--- src/hw/rtl/md5_pkg.sv ---
package md5_pkg;

	typedef enum logic [2:0] {
		S_IDLE,
		S_PRIME,
		S_ROUND,
		S_FOLD,
		S_EMIT
	} md5_state_t;

	typedef logic [31:0] word_t;

	localparam word_t IV_A = 32'h67452301;
	localparam word_t IV_B = 32'hEFCDAB89;
	localparam word_t IV_C = 32'h98BADCFE;
	localparam word_t IV_D = 32'h10325476;
	localparam word_t PAD_BYTE = 32'h00000080;
	localparam logic [5:0] LEN_SPLIT = 6'd56;
	localparam logic [3:0] LEN_LO_IDX = 4'd14;
	localparam logic [3:0] LEN_HI_IDX = 4'd15;

	function automatic word_t md5_sine(input logic [5:0] k);
		word_t v;
		unique case (k)
			6'd0: v = 32'hd76aa478; 6'd1: v = 32'he8c7b756;
			6'd2: v = 32'h242070db; 6'd3: v = 32'hc1bdceee;
			6'd4: v = 32'hf57c0faf; 6'd5: v = 32'h4787c62a;
			6'd6: v = 32'ha8304613; 6'd7: v = 32'hfd469501;
			6'd8: v = 32'h698098d8; 6'd9: v = 32'h8b44f7af;
			6'd10: v = 32'hffff5bb1; 6'd11: v = 32'h895cd7be;
			6'd12: v = 32'h6b901122; 6'd13: v = 32'hfd987193;
			6'd14: v = 32'ha679438e; 6'd15: v = 32'h49b40821;
			6'd16: v = 32'hf61e2562; 6'd17: v = 32'hc040b340;
			6'd18: v = 32'h265e5a51; 6'd19: v = 32'he9b6c7aa;
			6'd20: v = 32'hd62f105d; 6'd21: v = 32'h02441453;
			6'd22: v = 32'hd8a1e681; 6'd23: v = 32'he7d3fbc8;
			6'd24: v = 32'h21e1cde6; 6'd25: v = 32'hc33707d6;
			6'd26: v = 32'hf4d50d87; 6'd27: v = 32'h455a14ed;
			6'd28: v = 32'ha9e3e905; 6'd29: v = 32'hfcefa3f8;
			6'd30: v = 32'h676f02d9; 6'd31: v = 32'h8d2a4c8a;
			6'd32: v = 32'hfffa3942; 6'd33: v = 32'h8771f681;
			6'd34: v = 32'h6d9d6122; 6'd35: v = 32'hfde5380c;
			6'd36: v = 32'ha4beea44; 6'd37: v = 32'h4bdecfa9;
			6'd38: v = 32'hf6bb4b60; 6'd39: v = 32'hbebfbc70;
			6'd40: v = 32'h289b7ec6; 6'd41: v = 32'heaa127fa;
			6'd42: v = 32'hd4ef3085; 6'd43: v = 32'h04881d05;
			6'd44: v = 32'hd9d4d039; 6'd45: v = 32'he6db99e5;
			6'd46: v = 32'h1fa27cf8; 6'd47: v = 32'hc4ac5665;
			6'd48: v = 32'hf4292244; 6'd49: v = 32'h432aff97;
			6'd50: v = 32'hab9423a7; 6'd51: v = 32'hfc93a039;
			6'd52: v = 32'h655b59c3; 6'd53: v = 32'h8f0ccc92;
			6'd54: v = 32'hffeff47d; 6'd55: v = 32'h85845dd1;
			6'd56: v = 32'h6fa87e4f; 6'd57: v = 32'hfe2ce6e0;
			6'd58: v = 32'ha3014314; 6'd59: v = 32'h4e0811a1;
			6'd60: v = 32'hf7537e82; 6'd61: v = 32'hbd3af235;
			6'd62: v = 32'h2ad7d2bb; 6'd63: v = 32'heb86d391;
			default: v = 32'h0;
		endcase
		return v;
	endfunction

	function automatic logic [4:0] md5_shift(input logic [5:0] k);
		logic [4:0] s;
		unique case ({k[5:4], k[1:0]})
			4'd0: s = 5'd7;   4'd1: s = 5'd12;  4'd2: s = 5'd17;  4'd3: s = 5'd22;
			4'd4: s = 5'd5;   4'd5: s = 5'd9;   4'd6: s = 5'd14;  4'd7: s = 5'd20;
			4'd8: s = 5'd4;   4'd9: s = 5'd11;  4'd10: s = 5'd16; 4'd11: s = 5'd23;
			4'd12: s = 5'd6;  4'd13: s = 5'd10; 4'd14: s = 5'd15; 4'd15: s = 5'd21;
			default: s = 5'd0;
		endcase
		return s;
	endfunction

	function automatic logic [3:0] md5_index(input logic [5:0] k);
		logic [3:0] g;
		logic [3:0] kl;
		kl = k[3:0];
		unique case (k[5:4])
			2'd0: g = kl;
			2'd1: g = 4'(kl * 4'd5 + 4'd1);
			2'd2: g = 4'(kl * 4'd3 + 4'd5);
			2'd3: g = 4'(kl * 4'd7);
			default: g = kl;
		endcase
		return g;
	endfunction

endpackage

--- src/hw/rtl/md5_buf_ram.sv ---
module md5_buf_ram (
	input  logic        clk,
	input  logic        we,
	input  logic [3:0]  waddr,
	input  logic [31:0] wdata,
	input  logic [3:0]  raddr,
	output logic [31:0] rdata
);
	import md5_pkg::*;

	word_t mem [16];

	always_ff @(posedge clk) begin
		if (we) begin
			mem[waddr] <= wdata;
		end
		rdata <= mem[raddr];
	end

endmodule

--- src/hw/rtl/md5_round.sv ---
module md5_round (
	input  logic [31:0] a,
	input  logic [31:0] b,
	input  logic [31:0] c,
	input  logic [31:0] d,
	input  logic [31:0] m,
	input  logic [5:0]  k,
	output logic [31:0] b_new
);
	import md5_pkg::*;

	word_t f;
	word_t x;
	logic [4:0] s;

	always_comb begin
		unique case (k[5:4])
			2'd0: f = (b & c) | (~b & d);
			2'd1: f = (d & b) | (~d & c);
			2'd2: f = b ^ c ^ d;
			2'd3: f = c ^ (b | ~d);
			default: f = b;
		endcase
		x = a + f + md5_sine(k) + m;
		s = md5_shift(k);
		b_new = b + ((x << s) | (x >> (6'd32 - {1'b0, s})));
	end

endmodule

--- src/hw/rtl/md5_digest_engine.sv ---
// MD5 digest engine.
// Input channel: in_valid/in_stall with byte_value, byte_present and
// end_of_message. Bytes are packed little-endian into a 16-word buffer RAM.
// A byte that does not complete a 64-byte block is taken without a stall. A
// byte that completes a block starts a compression (a RAM prime step, 64
// rounds at one round per cycle, a fold step); in_stall stays high during it,
// so the engine takes no new byte while a block is being compressed.
// An end transaction pads the message and runs one final compression, or two
// when the tail holds 56 to 63 bytes, then presents four result transactions
// on out_valid/out_stall: digest words A, B, C, D with word_number 0 to 3 and
// last_word on the fourth. The input stays stalled until the fourth digest
// word is taken; while out_stall is high the current word holds.
// After the digest the engine returns to the initial chaining value for the
// next message. Reset (arst_n low) restores the initial chaining value and a
// zero byte count; it needs no clearing pass.
module md5_digest_engine (
	input  logic        clk,
	input  logic        arst_n,
	input  logic        in_valid,
	output logic        in_stall,
	input  logic [7:0]  byte_value,
	input  logic        byte_present,
	input  logic        end_of_message,
	output logic        out_valid,
	input  logic        out_stall,
	output logic [31:0] digest_word,
	output logic [1:0]  word_number,
	output logic        last_word
);
	import md5_pkg::*;

	md5_state_t state_q, state_d;
	logic [60:0] cnt_q, cnt_inc;
	word_t word_q, nw, padw_new, cur_word;
	word_t cv_q [4];
	word_t a_q, b_q, c_q, d_q, m, b_new, rdata, mask;
	logic [5:0] rnd_q, pos_new;
	logic pend_q, pad_q, len_q, blank_q, two_q;
	logic [3:0] padidx_q, padidx_new, raddr, g_cur;
	word_t padw_q;
	logic [1:0] widx_q;
	logic acc, we;
	logic [63:0] bits;

	assign acc = in_valid && !in_stall;
	assign cnt_inc = cnt_q + 61'd1;
	assign bits = {cnt_q, 3'b000};
	assign g_cur = md5_index(rnd_q);

	always_comb begin
		nw = word_q;
		nw[8 * cnt_q[1:0] +: 8] = byte_value;
		pos_new = byte_present ? cnt_inc[5:0] : cnt_q[5:0];
		cur_word = byte_present ? nw : word_q;
		mask = (32'h1 << (8 * pos_new[1:0])) - 32'h1;
		padw_new = (cur_word & mask) | (PAD_BYTE << (8 * pos_new[1:0]));
		padidx_new = pos_new[5:2];
	end

	assign we = acc && byte_present && (cnt_q[1:0] == 2'd3);

	always_comb begin
		unique case (state_q)
			S_PRIME: raddr = md5_index(6'd0);
			S_ROUND: raddr = md5_index(6'(rnd_q + 6'd1));
			default: raddr = 4'd0;
		endcase
	end

	md5_buf_ram u_ram (
		.clk   (clk),
		.we    (we),
		.waddr (cnt_q[5:2]),
		.wdata (nw),
		.raddr (raddr),
		.rdata (rdata)
	);

	always_comb begin
		priority if (len_q && g_cur == LEN_LO_IDX) begin
			m = bits[31:0];
		end else if (len_q && g_cur == LEN_HI_IDX) begin
			m = bits[63:32];
		end else if (blank_q) begin
			m = '0;
		end else if (pad_q && g_cur == padidx_q) begin
			m = padw_q;
		end else if (pad_q && g_cur > padidx_q) begin
			m = '0;
		end else begin
			m = rdata;
		end
	end

	md5_round u_round (
		.a     (a_q),
		.b     (b_q),
		.c     (c_q),
		.d     (d_q),
		.m     (m),
		.k     (rnd_q),
		.b_new (b_new)
	);

	always_comb begin
		state_d = state_q;
		in_stall = 1'b1;
		out_valid = 1'b0;
		unique case (state_q)
			S_IDLE: begin
				in_stall = 1'b0;
				if (acc && ((byte_present && cnt_inc[5:0] == 6'd0) || end_of_message)) begin
					state_d = S_PRIME;
				end
			end
			S_PRIME: state_d = S_ROUND;
			S_ROUND: if (rnd_q == 6'd63) state_d = S_FOLD;
			S_FOLD: begin
				priority if (two_q) begin
					state_d = S_PRIME;
				end else if (len_q) begin
					state_d = S_EMIT;
				end else if (pend_q) begin
					state_d = S_PRIME;
				end else begin
					state_d = S_IDLE;
				end
			end
			S_EMIT: begin
				out_valid = 1'b1;
				if (!out_stall && widx_q == 2'd3) state_d = S_IDLE;
			end
			default: state_d = S_IDLE;
		endcase
	end

	assign digest_word = cv_q[widx_q];
	assign word_number = widx_q;
	assign last_word = (widx_q == 2'd3);

	always_ff @(posedge clk or negedge arst_n) begin
		if (!arst_n) begin
			state_q <= S_IDLE;
			cnt_q <= '0;
			cv_q[0] <= IV_A;
			cv_q[1] <= IV_B;
			cv_q[2] <= IV_C;
			cv_q[3] <= IV_D;
			rnd_q <= '0;
			pend_q <= 1'b0;
			pad_q <= 1'b0;
			len_q <= 1'b0;
			blank_q <= 1'b0;
			two_q <= 1'b0;
			widx_q <= '0;
		end else begin
			state_q <= state_d;
			unique case (state_q)
				S_IDLE: begin
					if (acc) begin
						if (byte_present) begin
							cnt_q <= cnt_inc;
						end
						if (byte_present && cnt_inc[5:0] == 6'd0) begin
							pad_q <= 1'b0;
							len_q <= 1'b0;
							blank_q <= 1'b0;
							two_q <= 1'b0;
							pend_q <= end_of_message;
						end else if (end_of_message) begin
							pad_q <= 1'b1;
							blank_q <= 1'b0;
							len_q <= (pos_new < LEN_SPLIT);
							two_q <= (pos_new >= LEN_SPLIT);
							pend_q <= 1'b0;
						end
					end
				end
				S_PRIME: rnd_q <= '0;
				S_ROUND: rnd_q <= rnd_q + 6'd1;
				S_FOLD: begin
					cv_q[0] <= cv_q[0] + a_q;
					cv_q[1] <= cv_q[1] + b_q;
					cv_q[2] <= cv_q[2] + c_q;
					cv_q[3] <= cv_q[3] + d_q;
					priority if (two_q) begin
						two_q <= 1'b0;
						blank_q <= 1'b1;
						len_q <= 1'b1;
						pad_q <= 1'b0;
					end else if (len_q) begin
						widx_q <= '0;
					end else if (pend_q) begin
						pend_q <= 1'b0;
						pad_q <= 1'b1;
						blank_q <= 1'b0;
						len_q <= 1'b1;
					end
				end
				S_EMIT: begin
					if (!out_stall) begin
						widx_q <= widx_q + 2'd1;
						if (widx_q == 2'd3) begin
							cv_q[0] <= IV_A;
							cv_q[1] <= IV_B;
							cv_q[2] <= IV_C;
							cv_q[3] <= IV_D;
							cnt_q <= '0;
							len_q <= 1'b0;
							pad_q <= 1'b0;
						end
					end
				end
				default: ;
			endcase
		end
	end

	always_ff @(posedge clk) begin
		if (state_q == S_IDLE && acc) begin
			if (byte_present) begin
				word_q <= nw;
			end
			padw_q <= padw_new;
			padidx_q <= padidx_new;
		end
		if (state_q == S_FOLD && !two_q && !len_q && pend_q) begin
			padw_q <= PAD_BYTE;
			padidx_q <= 4'd0;
		end
		if (state_q == S_PRIME) begin
			a_q <= cv_q[0];
			b_q <= cv_q[1];
			c_q <= cv_q[2];
			d_q <= cv_q[3];
		end
		if (state_q == S_ROUND) begin
			a_q <= d_q;
			b_q <= b_new;
			c_q <= b_q;
			d_q <= c_q;
		end
	end

endmodule
--- config.mk ---
export PLATFORM = sky130hd
export DESIGN_NAME = md5_digest_engine
export DESIGN_NICKNAME = d
export VERILOG_FILES = /design/src/hw/rtl/md5_pkg.sv /design/src/hw/rtl/md5_buf_ram.sv /design/src/hw/rtl/md5_round.sv /design/src/hw/rtl/md5_digest_engine.sv
export SDC_FILE = /design/constraint.sdc
export NUM_CORES = 2
export LEC_CHECK = 0
export BUFFER_PORTS_ARGS = -buffer_cell sky130_fd_sc_hd__buf_4
export CAP_MARGIN = 20
export CORE_MARGIN = 2
export CORE_UTILIZATION = 52
export DETAILED_ROUTE_END_ITERATION = 10
export MAX_ROUTING_LAYER = met4
export PLACE_DENSITY = 0.65
export SLEW_MARGIN = 20
export SYNTH_ARGS = -nofsm -noshare
export SYNTH_HDL_FRONTEND = slang
export SYNTH_SLANG_ARGS = --single-unit
--- constraint.sdc ---
create_clock -name clk -period 12.7 [get_ports clk]
set_clock_uncertainty 0.15 [all_clocks]
set_input_delay 1.905 -clock clk [delete_from_list [all_inputs] [get_ports clk]]
set_output_delay 1.905 -clock clk [all_outputs]
set_load 0.02 [all_outputs]
==> flow_summary.json <==
{
  "setup_viol_count_final": 0,
  "synth.cells.most_frequent": "nand2_1, edfxtp_1, a21oi_1",
  "final_hpwl_from_detailed_placement_um": 143000,
  "clkTransAtPathRegs_ns": 0.07,
  "drt_pre_antenna_iters": 6,
  "grt_antenna_before_repair": 6,
  "dominantRegCellSynth": "edfxtp_1",
  "route.antenna.remaining_nets": 0,
  "overall_via_count_from_detail_route": 49400,
  "regArea_um2": 26800,
  "layout-area-overhead-vs-synth_pct": 9.80,
  "cp_num_buf_inv": 4,
  "path_delay_family": "compound AO/OA/AOI/OAI gates",
  "number_of_gates_given_a_new_drive_strength_after_cts": 0,
  "grt_remaining_overflow": 0,
  "placementRows": 123,
  "clock_tree.root_cell": "clkbuf_16",
  "synth.cell_area_um2": 59000,
  "max_slew.worst_pin.slew_ns": 1.20,
  "post_synth_top_area_cell": "edfxtp_1",
  "register_bit_count_reported_by_yosys": 945,
  "syn-num-nets": 6588,
  "post-synth-top-area-fraction": 0.342,
  "post_synth_inst_count": 6262,
  "detailed_route_wire_length_um": 204000,
  "biggest_cell_delay_along_the_critical_path_ns": 0.70,
  "multi_input_comb_area_um2": 30100,
  "asyncSetResetFlopFracSynth": 0.217,
  "die_w_um": 341,
  "crit_required_ns": 12.97,
  "final_layout_size_suffix_gt1_frac": 0.0922,
  "hp_class": "register to register",
  "critPathMaxFanout": 14,
  "grt_util_met2": 0.513,
  "first_global_vias": 46200,
  "worst_path_arrival_time_ns": 12.22,
  "synth-seq-area-share": 0.454,
  "post_cts_repair_setup_buffers": 0,
  "place.port_buffers": 50,
  "regToRegSetupSlack_ns": 0.75,
  "clk_sink_count": 945,
  "max_freq_mhz": 83.7,
  "tritoncts": "done",
  "worst_case_setup_margin_in_the_final_layout_ns": 0.750,
  "place_ws_ns": 0.357,
  "groute.layer.met1.usage": 0.510,
  "post-route-period-util": 0.941,
  "cts-root-to-sink-buffers": 3,
  "slowest_cp_cell": "o41ai_1",
  "routed_wire_length_per_instance_um": 26.1,
  "kind_of_start_point_of_the_critical_path": "register",
  "viasPerCell": 6.35,
  "maximum_number_of_pins_on_one_net_before_global_route_repair": 183,
  "fin_crit_ns": 11.95,
  "synth_enable_flop_cells": 672,
  "criticalPathCategory": "register to register",
  "clk_latency_ns": 0.75,
  "status": "finished, final reports clean",
  "cp_common_cell": "a21oi_1",
  "drcViolationCount": 0,
  "synth_warnings": 0,
  "drt_first_iter_violations": 5862,
  "filler_cell_count": 9907,
  "fin_nets": 6517,
  "gp_congestion": 1.04,
  "die_height_um": 341,
  "cts_buffers": 102,
  "global_route_wire_length_before_repair_um": 304000,
  "rsz0062_at_grt": "false",
  "yosys-top-cells-area": "edfxtp_1, nand2_1, dfrtp_1",
  "globalRouteMet3Util": 0.0711,
  "start_util": 0.524,
  "dieArea_um2": 116000,
  "worstSetupEndpointType": "register",
  "layer_carrying_the_most_global_route_usage": "met2",
  "synth.avg_cell_area_um2": 9.42,
  "synth_cell_types": 95,
  "post-synth-top-count-cell": "nand2_1",
  "grt_usage": 0.357,
  "postCtsHoldBufs": 0,
  "final-max-slew-violation-count": 0,
  "hold_violations": 0,
  "htree_num_levels": 3,
  "cap_violations": 0,
  "maxSlewHeadroom": 0.193,
  "top_level_ports": 51,
  "coreArea_um2": 112000,
  "totalNegativeSetupSlack_ns": 0
}
-- cell type report --
cell class,count,share of cell area
Multi-Input combinational cell,4698,0.466
Inverter,239,0.0139
Timing Repair Buffer,205,0.0247
Clock buffer,140,0.0433
Tap cell,1500,0.0290
Sequential cell,945,0.413
Clock inverter,54,0.0101
Antenna cell,2,0.0000773
-- per-layer routing --
layer  vias up  routed length [um]
met3       314               19000
met2      2148               88300
met4         0                6650
met5         -                   0
met1     24300               89500
li1      22700                   -
-- logic make-up (layout without fill, tap and decap cells) --
| logic type | Yosys count | after routing | share of synthesized area |
|---|---|---|---|
| fa+ha+maj | 312 | 312 | 0.0756 |
| simple gates | 2077 | 2077 | 0.153 |
| buf+inv | 619 | 638 | 0.0399 |
| mux | 152 | 152 | 0.0370 |
| xor+xnor | 248 | 248 | 0.0377 |
| flops | 945 | 945 | 0.454 |
| compound gates | 1909 | 1909 | 0.203 |
| other cells | 0 | 2 | 0 |
-- layout by cell type (no fill, tap or decap), drive strengths merged, types with 70 or more instances in the layout --
cell type / count
ha: 238
nand2: 1094
a21oi: 595
fa: 74
mux2i: 90
nor3: 99
xor2: 128
a21o: 70
and2: 141
o21ai: 456
inv: 236
nor2: 419
nand3: 97
xnor2: 118
a211oi: 201
dfrtp: 141
edfxtp: 672
a31oi: 94
a311oi: 70
clkbuf: 140
buf: 205
-- flip-flops by register name (all words and copies together), names as in the netlist, 3 cells and up, named ones only --
signal,cells
u_ram.mem,512
cv_q,128
cnt_q,61
a_q,32
b_q,32
c_q,32
d_q,32
padw_q,32
u_ram.rdata,32
word_q,31
rnd_q,6
padidx_q,4
state_q,3
-- per-stage QoR --
stage               area (um^2)   util  cells  hold slack, ns
floorplan                 59000      -   6262           0.282
global route              64800  0.576   7783           0.342
global placement          61200  0.544   7587           0.317
finish                    64800  0.576   7783           0.334
CTS                       64700  0.575   7781           0.333
detailed placement        61200  0.544   7587           0.317
-- worst paths after layout --
check,start,endpoint,cells after the start
max,rnd_q[1],b_q[28],45
min,padw_q[29],padw_q[29],1
max reg2reg,rnd_q[1],b_q[28],45
min reg2reg,padw_q[29],padw_q[29],1
max in group asynchronous,arst_n,cv_q[50],2
min in group asynchronous,arst_n,rnd_q[1],1
-- worst reg2reg max path: cells and delay by family (launching register included) --
family                     cells  cell delay (ns)
xor gates and xnor gates       3             0.62
AOI/OAI and AO/OA             20             4.29
DFF                            1             0.38
and+or+nand+nor                8             1.67
buffers and inverters          4             0.59
adders and majority gates      8             3.17
muxes                          2             0.77
Power is left out: the tool's default activity adds up to more than one toggle a clock period on the data nets, which glitch-free logic cannot reach.
